$ cat src/rtl/mtg_ram.sv
// Generic single-write, single-read RAM with registered read data.
`timescale 1ns / 1ps

module mtg_ram #(
    parameter int WIDTH = 8,
    parameter int DEPTH = 16,
    localparam int ADDR_BITS = $clog2(DEPTH)
) (
    input  logic                 i_clk,
    input  logic                 i_we,
    input  logic [ADDR_BITS-1:0] i_waddr,
    input  logic [WIDTH-1:0]     i_wdata,
    input  logic [ADDR_BITS-1:0] i_raddr,
    output logic [WIDTH-1:0]     o_rdata
);

    logic [WIDTH-1:0] r_mem [DEPTH];
    logic [WIDTH-1:0] r_rdata;

    // write port and registered read port
    always_ff @(posedge i_clk) begin
        if (i_we) begin
            r_mem[i_waddr] <= i_wdata;
        end
        r_rdata <= r_mem[i_raddr];
    end

    assign o_rdata = r_rdata;

endmodule

$ cat config.mk
export PLATFORM = sky130hd
export DESIGN_NAME = mtg_ram
export DESIGN_NICKNAME = d
export VERILOG_FILES = /design/src/rtl/mtg_ram.sv
export SDC_FILE = /design/constraint.sdc
export NUM_CORES = 1
export LEC_CHECK = 0
export BUFFER_PORTS_ARGS = -buffer_cell sky130_fd_sc_hd__clkbuf_2
export CAP_MARGIN = 40
export CORE_ASPECT_RATIO = 0.9
export CORE_MARGIN = 1
export CORE_UTILIZATION = 50
export DETAILED_ROUTE_END_ITERATION = 7
export PLACE_DENSITY = 0.76
export SETUP_SLACK_MARGIN = 0.02
export SLEW_MARGIN = 20
export SYNTH_ARGS = -nofsm -noshare
export SYNTH_HDL_FRONTEND = slang
export SYNTH_SLANG_ARGS = --single-unit
export TNS_END_PERCENT = 50
$ cat constraint.sdc
create_clock -name i_clk -period 4.75 [get_ports i_clk]
set_input_delay 0.7125 -clock i_clk [delete_from_list [all_inputs] [get_ports i_clk]]
set_output_delay 0.7125 -clock i_clk [all_outputs]
set_load 0.02 [all_outputs]
# Word-level counts from Yosys, hierarchy flattened
# Memories as Yosys holds them, arrays and structs flattened. A register that Yosys moved wholly into a read port is not among the register bits.
# Index checks and enable logic that the tools add are counted.
dict set report totals {
  regBits 0
  mem_bits_rw 128
  input_bits 18
  out_inout_bits 8
  wordCells 3
  n_memories 1
}
# name words word_bits read_ports rd_ports_with_merged_regs write_ports line_no
set mem_list {}
lappend mem_list {r_mem 16 8 1 1 1 17} ;# logic [WIDTH-1:0] r_mem [DEPTH];
dict set report classes {
  n_mux 2
}
# cell count
set ops {}
lappend ops {{1-bit two-way mux} 2}

# Logic depth before layout (Yosys ltp)
dict set report logic_depth {
  ltp_word 2
  ltp_mapped 5
  depth_no_buf 3
}

# Least setup slack after synthesis
# No wires, ideal clock.
dict set report synth_path {
  kind {in2reg}
  startpoint {input i_waddr[2]}
  endpoint {memory r_mem[0][0], enable pin}
  setup_ns 0.383
  arrival_ns 1.822
  required_time_ns 4.367
  slack_ns 2.545
  cell_stages 2
  n_path_buf 0
  cell_sequence {or3b_2 nor3_1}
}
# item line_no
set synth_rtl {}
lappend synth_rtl {{start: declaration} 11} ;# input logic [ADDR_BITS-1:0] i_waddr,
lappend synth_rtl {{end: declaration} 17}
# No word-level cell before the write port.

==> results by stage <==
Place:
- Prior to clock tree synthesis, the placed netlist has a worst setup slack of 2.06 ns.
- The routability congestion estimate is 0.690.
- The number of I/O port buffers is 25.
- Including well taps, the total number of placed cells is 378.
- The final HPWL from detailed placement is 5.90 mm.

Synthesis:
- The share of synthesized area in the top cell type comes to 74.7%.
- The synthesized design spends more area on one cell type than any other, namely sky130_fd_sc_hd__edfxtp_1.
- Synthesis produced a netlist whose cell count is 229.
- Yosys instantiated no cell more often than sky130_fd_sc_hd__edfxtp_1.
- The post-synthesis sequential area ratio is 77.8%.
- Counting instances in the post-synthesis netlist gives the leading cell types as 128 x sky130_fd_sc_hd__edfxtp_1, 18 x sky130_fd_sc_hd__mux4_2, 16 x sky130_fd_sc_hd__a22oi_1, 14 x sky130_fd_sc_hd__mux4_1, 13 x sky130_fd_sc_hd__nor2_1.
- The number of library cell types mapped by synthesis is 19.
- Sorting the synthesized cells by area gives the leading types as sky130_fd_sc_hd__edfxtp_1 75%, sky130_fd_sc_hd__mux4_2 7.9%, sky130_fd_sc_hd__mux4_1 7.1%.
- The most used flip-flop cell after synthesis is sky130_fd_sc_hd__edfxtp_1.
- The per-instance average area after synthesis is 22.5 sq um.
- The share of flip-flops with an asynchronous set or reset after synthesis is 0%.
- The total nets after synthesis is 247.
- The post-synthesis instance area is 5150 sq um.
- The number of flops mapped to enable cells by yosys is 128.
- Counting flops and latches in the post-synthesis netlist gives 136.
- The count of synthesis-stage warnings from yosys is 0.

Final layout:
- Of the cells placed in the final design, the portion with a size suffix greater than 1 is 30.0%.
- The final layout contains 292 nets.
- Across the whole layout, storage elements account for 4000 sq um.
- The post-layout instance count excluding filler cells is 413.
- Fill cells in the final layout number 676.
- The number of diodes added for antenna fixing is 0.
- The area of the multi-input gates is 1060 sq um.
- Relative to the synthesized area, the layout overhead comes to 16.7%.

Drt:
- The detailed-routing iteration count for the pre-antenna-repair pass is 4.
- Dividing the detail-routed wire length by the instance count gives 23.0 microns.
- The starting DRC count in detailed routing is 260.
- The detailed router placed 2,388 vias in this run.
- The ratio of routed vias to standard cells is 5.78.
- The detail route stage leaves a number of antenna-violating nets equal to 0.
- The routed design has 9.50 mm of wire.
- In the routed design, unresolved DRC markers number 0.

Critical path:
- The critical path goes through clkbuf_2 > buf_4 > mux4_1 > a22oi_1 > nand2_1.
- STA classifies the critical path endpoint as a flip-flop.
- The arrival time at the worst endpoint is 2.53 ns.
- The startpoint of the most critical register-to-register path is r_mem[3][7].
- The maximum fanout along the worst path is 21.
- The beginning of the critical path is i_raddr[0].
- In this design, the stage delay of the slowest critical-path cell is 0.61 ns.
- The setup path with the least slack is of type in -> reg.
- The slowest stage cell on the critical path is sky130_fd_sc_hd__mux4_1.
- The required time at the worst-slack endpoint is 5.04 ns.
- The cell family contributing the most delay on the critical path is buffers and inverters.
- The number of buffers and inverters on the critical path is 2.
- STA classifies the critical path startpoint as an input port.

Global routing:
- Global routing consumed, over all layers together, 20.0% of the routing resources.
- Entering global routing, the biggest net connects 33 pins.
- The via count of the first global-routing pass came to 2,449.
- The first global-routing pass estimated 14.3 mm of wire.
- Summed over all layers, the global routing overflow is 0.
- The number of antenna violations at the first check in global routing was 0.

Timing:
- Adding up every negative setup slack in the final design gives 0 ns.
- Across the routed clock network, the largest skew measured is 0.00573 ns.
- The number of pins with negative max-slew slack in the final report came to 0.
- Setup violations remaining at the end of the flow were counted as 0.
- Dividing the final minimum period by the clock period gives 47.1%.
- The hold violation total from the final report is 0.
- The fmax is 447 MHz.
- Setup repair after global routing left no endpoint under its margin.
- The time the final worst path needs with I/O delays and setup is 2.24 ns.
- At the pin with the least slew margin, the transition time is 0.793 ns.
- The final worst-path setup slack is 2.51 ns.
- Measured against its own limit, the worst slew margin works out to 46.9%.

Min path:
- The source of the worst hold timing path is r_mem[15][0].
- The type of the tightest min-delay check is reg -> reg.

Clocking:
- The clock insertion delay at the later pin of the skew report is 0.41 ns.
- The buffer depth of the longest clock path is 2.
- The clock root buffer is sky130_fd_sc_hd__clkbuf_16.
- The count of buffers added by post-CTS timing repair for setup is 0.
- Clock tree synthesis inserted a total of 17 buffers.
- Clock-pin slew was measured on the worst setup and hold paths at 0.06 ns.
- The clock tree from TritonCTS is done.
- The number of H-tree levels is 4.
- The number of clock sinks seen by CTS is 136.
- The number of cells upsized or downsized after cts is 0.
- The hold buffer count at cts is 0.

Power:
- Power spread over the standard cell area amounts to 447 nW/um^2.
- Summing internal, switching and leakage power gives 0.00269 W.
- The worst vdd rail ir drop is 0.412 mV.
- In this run the static leakage power is 2.03 nW.

Die:
- In this run the core area contains 34 standard-cell rows.
- The chip width is 109 microns.
- The initial utilization of the core area, before any placement, comes to 52.4%.
- The vertical extent of the die is 98.3 microns.
- The I/O pin count is 26.
- The floorplan die area is 10,700 sq um.
- The placeable core region is 9830 sq um.

Run status:
- The run finished with clean final reports.

Run:
- The number of max-capacitance violations reported is 0.
-- worst paths after layout --
check | slack, ns | endpoint | cells after the start
setup / recovery | 2.51 | o_rdata[1] | 5
setup reg to reg | 3.35 | o_rdata[7] | 3
hold / removal | 0.68 | o_rdata[0] | 3
hold reg to reg | 0.68 | o_rdata[0] | 3
-- where the power goes --
part           leakage, nW  internal, W  switching, W
Clock                0.264     0.000720      0.000488
Sequential            1.22      0.00134    0.00000752
Combinational        0.541    0.0000514     0.0000770
-- per-layer routing --
layer	vias up	part of all wire [%]	track usage (%)
met2	83	51	31.3
met1	1221	43	26.6
met5	-	0	0
met4	0	0.82	6.55
li1	1074	-	-
met3	10	5.9	6.48
-- registers in the layout (all words and copies together), names as in the netlist --
register,cells
r_mem,128
o_rdata,8
-- worst reg2reg max path: stages, from the launching register on --
cell                       delay (ns)
sky130_fd_sc_hd__edfxtp_1        0.35
sky130_fd_sc_hd__mux4_2          0.47
sky130_fd_sc_hd__a22oi_1         0.33
sky130_fd_sc_hd__nand2_1         0.13
-- logic make-up after synthesis --
logic type	after synthesis	share of synthesized area, %
flip-flops	136	77.8
AND/OR/NAND/NOR	35	3.18
multiplexers	32	15.0
AO/OA/AOI/OAI	16	2.33
buffers and inverters	10	1.68
-- through the flow --
| stage | util, % | hold slack (ns) | area (sq um) |
|---|---|---|---|
| 2_1_floorplan | - | 0.629 | 5150 |
| 3_3_place_gp | 54.7 | 0.643 | 5370 |
| 3_5_place_dp | 55.0 | 0.664 | 5410 |
| 4_1_cts | 60.7 | 0.680 | 5970 |
| 5_1_grt | 61.1 | 0.707 | 6010 |
| 6_report | 61.1 | 0.675 | 6010 |
-- layout make-up --
cell class              instances  area share [%]
multi-input cells              83            17.7
clock buffers                  18            7.14
clock inverters                14            2.12
flip-flops and latches        136            66.6
repair buffers                 36            3.79
well taps                     126            2.62
-- placed cells by master, fill, tap and decap left out, types with 3 or more instances in the layout --
master	netlist	routed
sky130_fd_sc_hd__clkinvlp_4	0	3
sky130_fd_sc_hd__buf_4	1	10
sky130_fd_sc_hd__clkbuf_16	0	17
sky130_fd_sc_hd__dfxtp_1	8	8
sky130_fd_sc_hd__nand2_1	9	9
sky130_fd_sc_hd__mux4_2	18	18
sky130_fd_sc_hd__edfxtp_1	128	128
sky130_fd_sc_hd__mux4_1	14	14
sky130_fd_sc_hd__nor2_1	13	13
sky130_fd_sc_hd__clkbuf_2	0	25
sky130_fd_sc_hd__a22oi_1	16	16
sky130_fd_sc_hd__clkinv_4	0	6
sky130_fd_sc_hd__nor3_1	4	3
No activity file was read; power rests on OpenSTA's default activity.
