--- src/rtl/mtg_pkg.sv ---
// Shared constants, opcodes and state type of the mesh tangent generator.
`timescale 1ns / 1ps

package mtg_pkg;

    // vertex count and field widths
    localparam int VERTEX_MAX = 4096;
    localparam int IDX_W      = 12;
    localparam int ADDR_W     = $clog2(VERTEX_MAX);
    localparam int COORD_W    = 32;
    localparam int NORM_W     = 19;
    localparam int SUM_W      = 48;
    localparam int TAN_W      = 18;

    // one vertex row: pos x,y,z, tex u,v, normal x,y,z from the low bit up
    localparam int VROW_W = 5 * COORD_W + 3 * NORM_W;
    // one tangent sum row: x,y,z from the low bit up
    localparam int SROW_W = 3 * SUM_W;

    // shared divider and multiplier widths
    localparam int DVD_W = 65;
    localparam int DVS_W = 49;
    localparam int MUL_W = 34;

    // item opcodes
    localparam logic [1:0] OP_LOAD = 2'd0;
    localparam logic [1:0] OP_TRI  = 2'd1;
    localparam logic [1:0] OP_READ = 2'd2;

    typedef enum logic [4:0] {
        S_IDLE,
        S_LOAD,
        S_TR_RD,
        S_TR_DELTA,
        S_TR_MUL,
        S_TR_DET,
        S_TR_DIV,
        S_TR_DIVW,
        S_TR_SRD,
        S_TR_SWR,
        S_RD_RD,
        S_RD_CAP,
        S_RD_NORM1,
        S_RD_DOT,
        S_RD_PROJ,
        S_RD_MAX,
        S_RD_NORM2,
        S_RD_LEN,
        S_RD_SQRT,
        S_RD_DIV,
        S_RD_DIVW,
        S_RD_OUT
    } t_state;

endpackage

--- src/rtl/mtg_div.sv ---
// Shared restoring divider, one quotient bit per cycle, unsigned operands.
`timescale 1ns / 1ps

module mtg_div import mtg_pkg::*; (
    input  logic             i_clk,
    input  logic             i_rst_n,
    input  logic             i_start,
    input  logic [DVD_W-1:0] i_dividend,
    input  logic [DVS_W-1:0] i_divisor,
    output logic             o_done,
    output logic [DVD_W-1:0] o_quotient
);

    localparam int CNT_W = $clog2(DVD_W);

    logic             r_busy;
    logic             r_done;
    logic [CNT_W-1:0] r_cnt;
    logic [DVD_W-1:0] r_quo;
    logic [DVS_W-1:0] r_rem;
    logic [DVS_W-1:0] r_div;
    logic [DVS_W:0]   w_trial;
    logic             w_fit;

    // trial subtract of the shifted remainder
    assign w_trial = {r_rem, r_quo[DVD_W-1]};
    assign w_fit   = (w_trial >= {1'b0, r_div});

    // sequence control
    always_ff @(posedge i_clk) begin
        if (!i_rst_n) begin
            r_busy <= 1'b0;
            r_done <= 1'b0;
            r_cnt  <= '0;
        end else begin
            r_done <= 1'b0;
            if (i_start) begin
                r_busy <= 1'b1;
                r_cnt  <= '0;
            end else if (r_busy) begin
                r_cnt <= r_cnt + 1'b1;
                if (r_cnt == CNT_W'(DVD_W - 1)) begin
                    r_busy <= 1'b0;
                    r_done <= 1'b1;
                end
            end
        end
    end

    // shift dividend out and quotient bits in
    always_ff @(posedge i_clk) begin
        if (i_start) begin
            r_quo <= i_dividend;
            r_rem <= '0;
            r_div <= i_divisor;
        end else if (r_busy) begin
            r_quo <= {r_quo[DVD_W-2:0], w_fit};
            r_rem <= w_fit ? DVS_W'(w_trial - {1'b0, r_div}) : DVS_W'(w_trial);
        end
    end

    assign o_done     = r_done;
    assign o_quotient = r_quo;

endmodule

--- config.mk ---
export PLATFORM = sky130hd
export DESIGN_NAME = mtg_div
export DESIGN_NICKNAME = d
export VERILOG_FILES = /design/src/rtl/mtg_pkg.sv /design/src/rtl/mtg_div.sv
export SDC_FILE = /design/constraint.sdc
export NUM_CORES = 1
export LEC_CHECK = 0
export ABC_AREA = 1
export BUFFER_PORTS_ARGS = -buffer_cell sky130_fd_sc_hd__buf_4
export CAP_MARGIN = 20
export CORE_ASPECT_RATIO = 1.5
export CORE_MARGIN = 4
export CORE_UTILIZATION = 58
export DETAILED_ROUTE_END_ITERATION = 16
export PLACE_DENSITY = 0.81
export SYNTH_ARGS = -nofsm -noshare
export SYNTH_HDL_FRONTEND = slang
export SYNTH_SLANG_ARGS = --single-unit
--- constraint.sdc ---
create_clock -name i_clk -period 4.3 [get_ports i_clk]
set_clock_uncertainty 0.15 [all_clocks]
set_input_delay 0.645 -clock i_clk [delete_from_list [all_inputs] [get_ports i_clk]]
set_output_delay 0.645 -clock i_clk [all_outputs]
set_load 0.05 [all_outputs]
# [Word-level counts from Yosys, hierarchy flattened]
# Cells that the tools add are included.
# Widths: inputs -> output; s select.
[totals] out_inout_bits=66 inputBits=117 ff_bits=172 word_cells=22
[op_classes] reduce_logical=3 n_addsub=2 bitwise_logic=2 order_cmp=1 n_mux=7 eq_ne=1
[op_table] cell="$mux 65" count=2
[op_table] cell="$ge 50x49->1" count=1
[op_table] cell="$mux 49" count=1
[op_table] cell="$sub 49x49->49" count=1
[op_table] cell="$add 7x1->7 const B" count=1
[op_table] cell="$eq 7x7->1 const B" count=1
[op_table] cell="$mux 1" count=4
[op_table] cell="$reduce_or 3->1" count=1
[op_table] cell="$not 1->1" count=2
[op_table] cell="$reduce_bool 2->1" count=1
[op_table] cell="$reduce_or 2->1" count=1

# [Depth between registers and ports, before layout]
[depth] word_depth=4 ltp_mapped=18 ltp_nobuf=17

# [Worst setup path before layout]
# No wires, ideal clock.
[synth_timing] path_type="input to register" start="input i_start" end="register r_quo[0] (netlist: o_quotient[0]) (enable)" required_time_ns=3.697 cell_stages=3 path_slack_ns=0.888 t_arrival_ns=2.809 n_path_buf=1 path_cell_list="nor2_1 -> inv_1 -> clkbuf_1"
[synth_between] elab_chain_cells=1
[synth_rtl] item="start, declared" line="mtg_div.sv:7" text="input logic i_start,"
[synth_rtl] item="$reduce_bool 2->1 (no line)"
[synth_rtl] item="end signal, assigned" line="mtg_div.sv:53" text="r_quo <= i_dividend;"
[synth_rtl] item="end signal, assigned" line="mtg_div.sv:57" text="r_quo <= {r_quo[DVD_W-2:0], w_fit};"
[synth_rtl] item="end, declared" line="mtg_div.sv:19" text="logic [DVD_W-1:0] r_quo;"
# No other way between the ends.
# A chain may end at the register's enable or synchronous reset.

# [Worst setup path in the final report]
[layout_timing] start="register r_div[45]" end="register r_rem[16]"
[layout_between] elab_chain_cells=2
[layout_rtl] item="start, declared" line="mtg_div.sv:21" text="logic [DVS_W-1:0] r_div;"
[layout_rtl] item="start signal, assigned" line="mtg_div.sv:55" text="r_div <= i_divisor;"
[layout_rtl] item="$ge 50x49->1" line="mtg_div.sv:27" text="assign w_fit = (w_trial >= {1'b0, r_div});"
[layout_rtl] item="$mux 49" line="mtg_div.sv:58" text="r_rem <= w_fit ? DVS_W'(w_trial - {1'b0, r_div}) : DVS_W'(w_trial);"
[layout_rtl] item="end signal, assigned" line="mtg_div.sv:58"
[layout_rtl] item="end, declared" line="mtg_div.sv:20" text="logic [DVS_W-1:0] r_rem;"
# No other way between the ends.

==> impl_metrics.csv <==
group,metric,value,unit
synth,async_flop_share,0,%
power_and_ir_drop,pwr-share-seq,45.4,%
synth,ys.flop_type,"edfxtp_1",
route,drtAntennaViolNets,0,
clocking,cts_num_sinks,172,
critical_path,crit_arrival,3.43,ns
critical_path,cp_data_required_time,4.51,ns
place,place_hpwl,25900,um
cells_and_area,area_delta_synth_final,19.2,%
clocking,post-cts-setup-buffers,0,
power_and_ir_drop,comb_power_share,18.0,%
clocking,cts.clk_slew.worst_paths,0.07,ns
power_and_ir_drop,internal-power,3.02,mW
route,route.detailed.wl_per_inst,15.8,um
clocking,cts_resized,0,
hold_path,worstHoldPathType,"input pin to register",
power_and_ir_drop,switching_share,29.6,%
synth,syn_inst,1697,
floorplanning,die_y,180,um
grt,busiest_layer,"met2",
timing,setup_tns,0,ns
cells_and_area,n_fill_cell,1665,
cells_and_area,fin_nets,2035,
synth,synth_area_leaders,"edfxtp_1 30%, nand2_1 24%, inv_1 10%",
cells_and_area,antennaDiodeCount,0,
power_and_ir_drop,peakVddDrop,293,uV
route,avgViaCountPerCell,5.17,
power_and_ir_drop,leakage,7.40,nW
clocking,htree_levels,4,
floorplanning,ios,183,
clocking,clock_latency,0.44,ns
grt,grt_first_pass_wirelength,54200,um
synth,ys_ff_latch,172,
grt,grt_usage,31.1,%
synth,synth_top_cell_area_share,29.9,%
synth,ys_types,36,
clocking,cts_buffer_depth,2,
synth,ys_top_cells_by_count,"729 x nand2_1, 319 x inv_1, 123 x nand3_1, 114 x edfxtp_1, 93 x nor2_1",
floorplanning,core_area,19300,um2
grt,grt.overflow.total,0,
power_and_ir_drop,clock_power_share,36.7,%
grt,antenna_found_initial,0,
synth,synth_edf_count,114,
critical_path,start_kind,"register",
timing,post-route-min-period,3.22,ns
synth,yosysMostFrequentCell,"nand2_1",
timing,timing.final.hold_violations,0,
timing,tightest_slew,0.953,ns
synth,syn-cell-area,11500,um2
route,dr_total_vias,11000,
route,drt_iter0_drc,734,
clocking,postCtsHoldBufs,0,
cells_and_area,seq_area,4580,um2
timing,max_freq,311,MHz
cells_and_area,drive_gt1_share,13.0,%
grt,grt_pass1_vias,11000,
route,routed_wl,33600,um
cells_and_area,multi_input_area,5490,um2
floorplanning,rows,62,
critical_path,critPathTopFamily,"simple AND/OR/NAND/NOR gates",
clocking,cts_buffers,17,
clocking,cts_tree,"built",
timing,slew_headroom,36.5,%
timing,rsz0062_at_grt,"false",
critical_path,cpPeakStageDelay,0.56,ns
critical_path,worst-path-buf-inv,1,
floorplanning,die_area,22100,um2
grt,gr-usage-met2,56.2,%
route,firstDrtPassIters,5,
route,drc_errors,0,
critical_path,cp-end-kind,"register",
grt,use_met3,7.22,%
timing,min_period_over_period,74.8,%
synth,seq_area_frac_synth,40.0,%
critical_path,crit_type,"register to register",
power_and_ir_drop,power_switching,1.27,mW
synth,yosysTopAreaCell,"edfxtp_1",
floorplanning,die_w,123,um
synth,yosysWarnings,0,
place,place.gp.congestion,1.00,
clocking,cts_root_buf,"clkbuf_16",
synth,syn_avg_cell_area,6.75,um2
timing,postLayoutSetupSlackWorst,1.08,ns
synth,synth.net_count,1866,
timing,final_max_slew_viol_count,0,
critical_path,crit_fanout,48,
critical_path,crit_chain,"inv_1, ha_1, a21oi_1, nand2_1, a21oi_1, nand3_2, nor2_4, nand2_4, nand2_1, nand3_1, o21ai_0",
timing,setup_violations,0,
outcome,status,"completed",
critical_path,critPathSlowestCell,"nor2_4",
grt,grt_start_max_net_pins,82,
power_and_ir_drop,power_density,314,nW/um2
place,preCtsSetupSlack,1.25,ns
grt,use_met1,35.0,%
flow_run,cap_violations,0,
floorplanning,initial_core_util,59.3,%
place,portBuffers,182,
[sequential cells by signal, indices dropped and copies added, names as in the netlist]
name,count
o_quotient,65
r_rem,49
r_div,49
r_cnt,7
o_done,1
r_busy,1
[cells by family (layout without fill, tap and decap cells)]
group | after synthesis | after routing | synth area share (%)
AO/OA/AOI/OAI | 67 | 67 | 3.21
XOR/XNOR | 23 | 23 | 1.76
adder cells (fa/ha/maj) | 52 | 52 | 5.75
buffers and inverters | 361 | 543 | 12.1
flip-flops | 172 | 172 | 40.0
AND/OR/NAND/NOR | 1022 | 1022 | 37.1
[stage by stage]
step	std cells	instance area, um2	util, %	total power, mW	hold WS [ns]
floorplan	1697	11500	-	2.45	0.294
global placement	2101	13000	67.4	2.73	0.309
detailed placement	2102	13000	67.5	2.74	0.311
CTS	2134	13600	70.6	4.31	0.213
global route	2135	13700	70.7	4.46	0.206
finish	2135	13700	70.7	4.29	0.225
[final timing paths]
check	slack [ns]	depth (start not counted)	endpoint	from
max	1.08	11	r_rem[16]	r_div[45]
min	0.23	1	r_div[42]	i_divisor[42]
max reg2reg	1.08	11	r_rem[16]	r_div[45]
min reg2reg	0.32	2	r_rem[18]	r_rem[18]
[per-layer routing]
| layer | up-vias | part of all wire (%) | wire length, um |
|---|---|---|---|
| met2 | 371 | 52 | 17500 |
| li1 | 5539 | - | - |
| met4 | 0 | 3.6 | 1210 |
| met5 | - | 0 | 0 |
| met3 | 71 | 6.6 | 2210 |
| met1 | 5054 | 38 | 12700 |
[placed cells by master (no fill, tap or decap), drive strengths merged, types with 2 or more instances in the layout]
master  netlist  routed
dfxtp        58      58
nand4        12      12
o21bai        6       6
nor3b         3       3
nand3       126     126
buf          19     189
clkbuf       20      21
ha           51      51
a21oi        34      34
nor3          7       7
clkinv        0       6
nor2        104     104
and2          6       6
nand2       732     732
edfxtp      114     114
o21a          2       2
o21ai        22      22
nor4          3       3
inv         322     326
xnor2        23      23
nand3b       28      28
[layout make-up]
type / instances / area share (%)
clock buffer: 21 / 3.54
clock inverter: 11 / 0.770
inverter: 322 / 8.85
multi-input combinational: 1164 / 40.2
sequential: 172 / 33.6
tap: 256 / 2.35
timing repair buffer: 189 / 10.7
[power by group through the flow]
stage | clock, mW | sequential [mW] | combinational [mW]
2_1_floorplan | 0 | 2.19 | 0.267
3_3_place_gp | 0 | 1.98 | 0.754
3_5_place_dp | 0 | 1.98 | 0.768
4_1_cts | 1.59 | 1.95 | 0.769
5_1_grt | 1.67 | 1.95 | 0.833
6_report | 1.57 | 1.95 | 0.770
(Power assumes the default switching activity.)
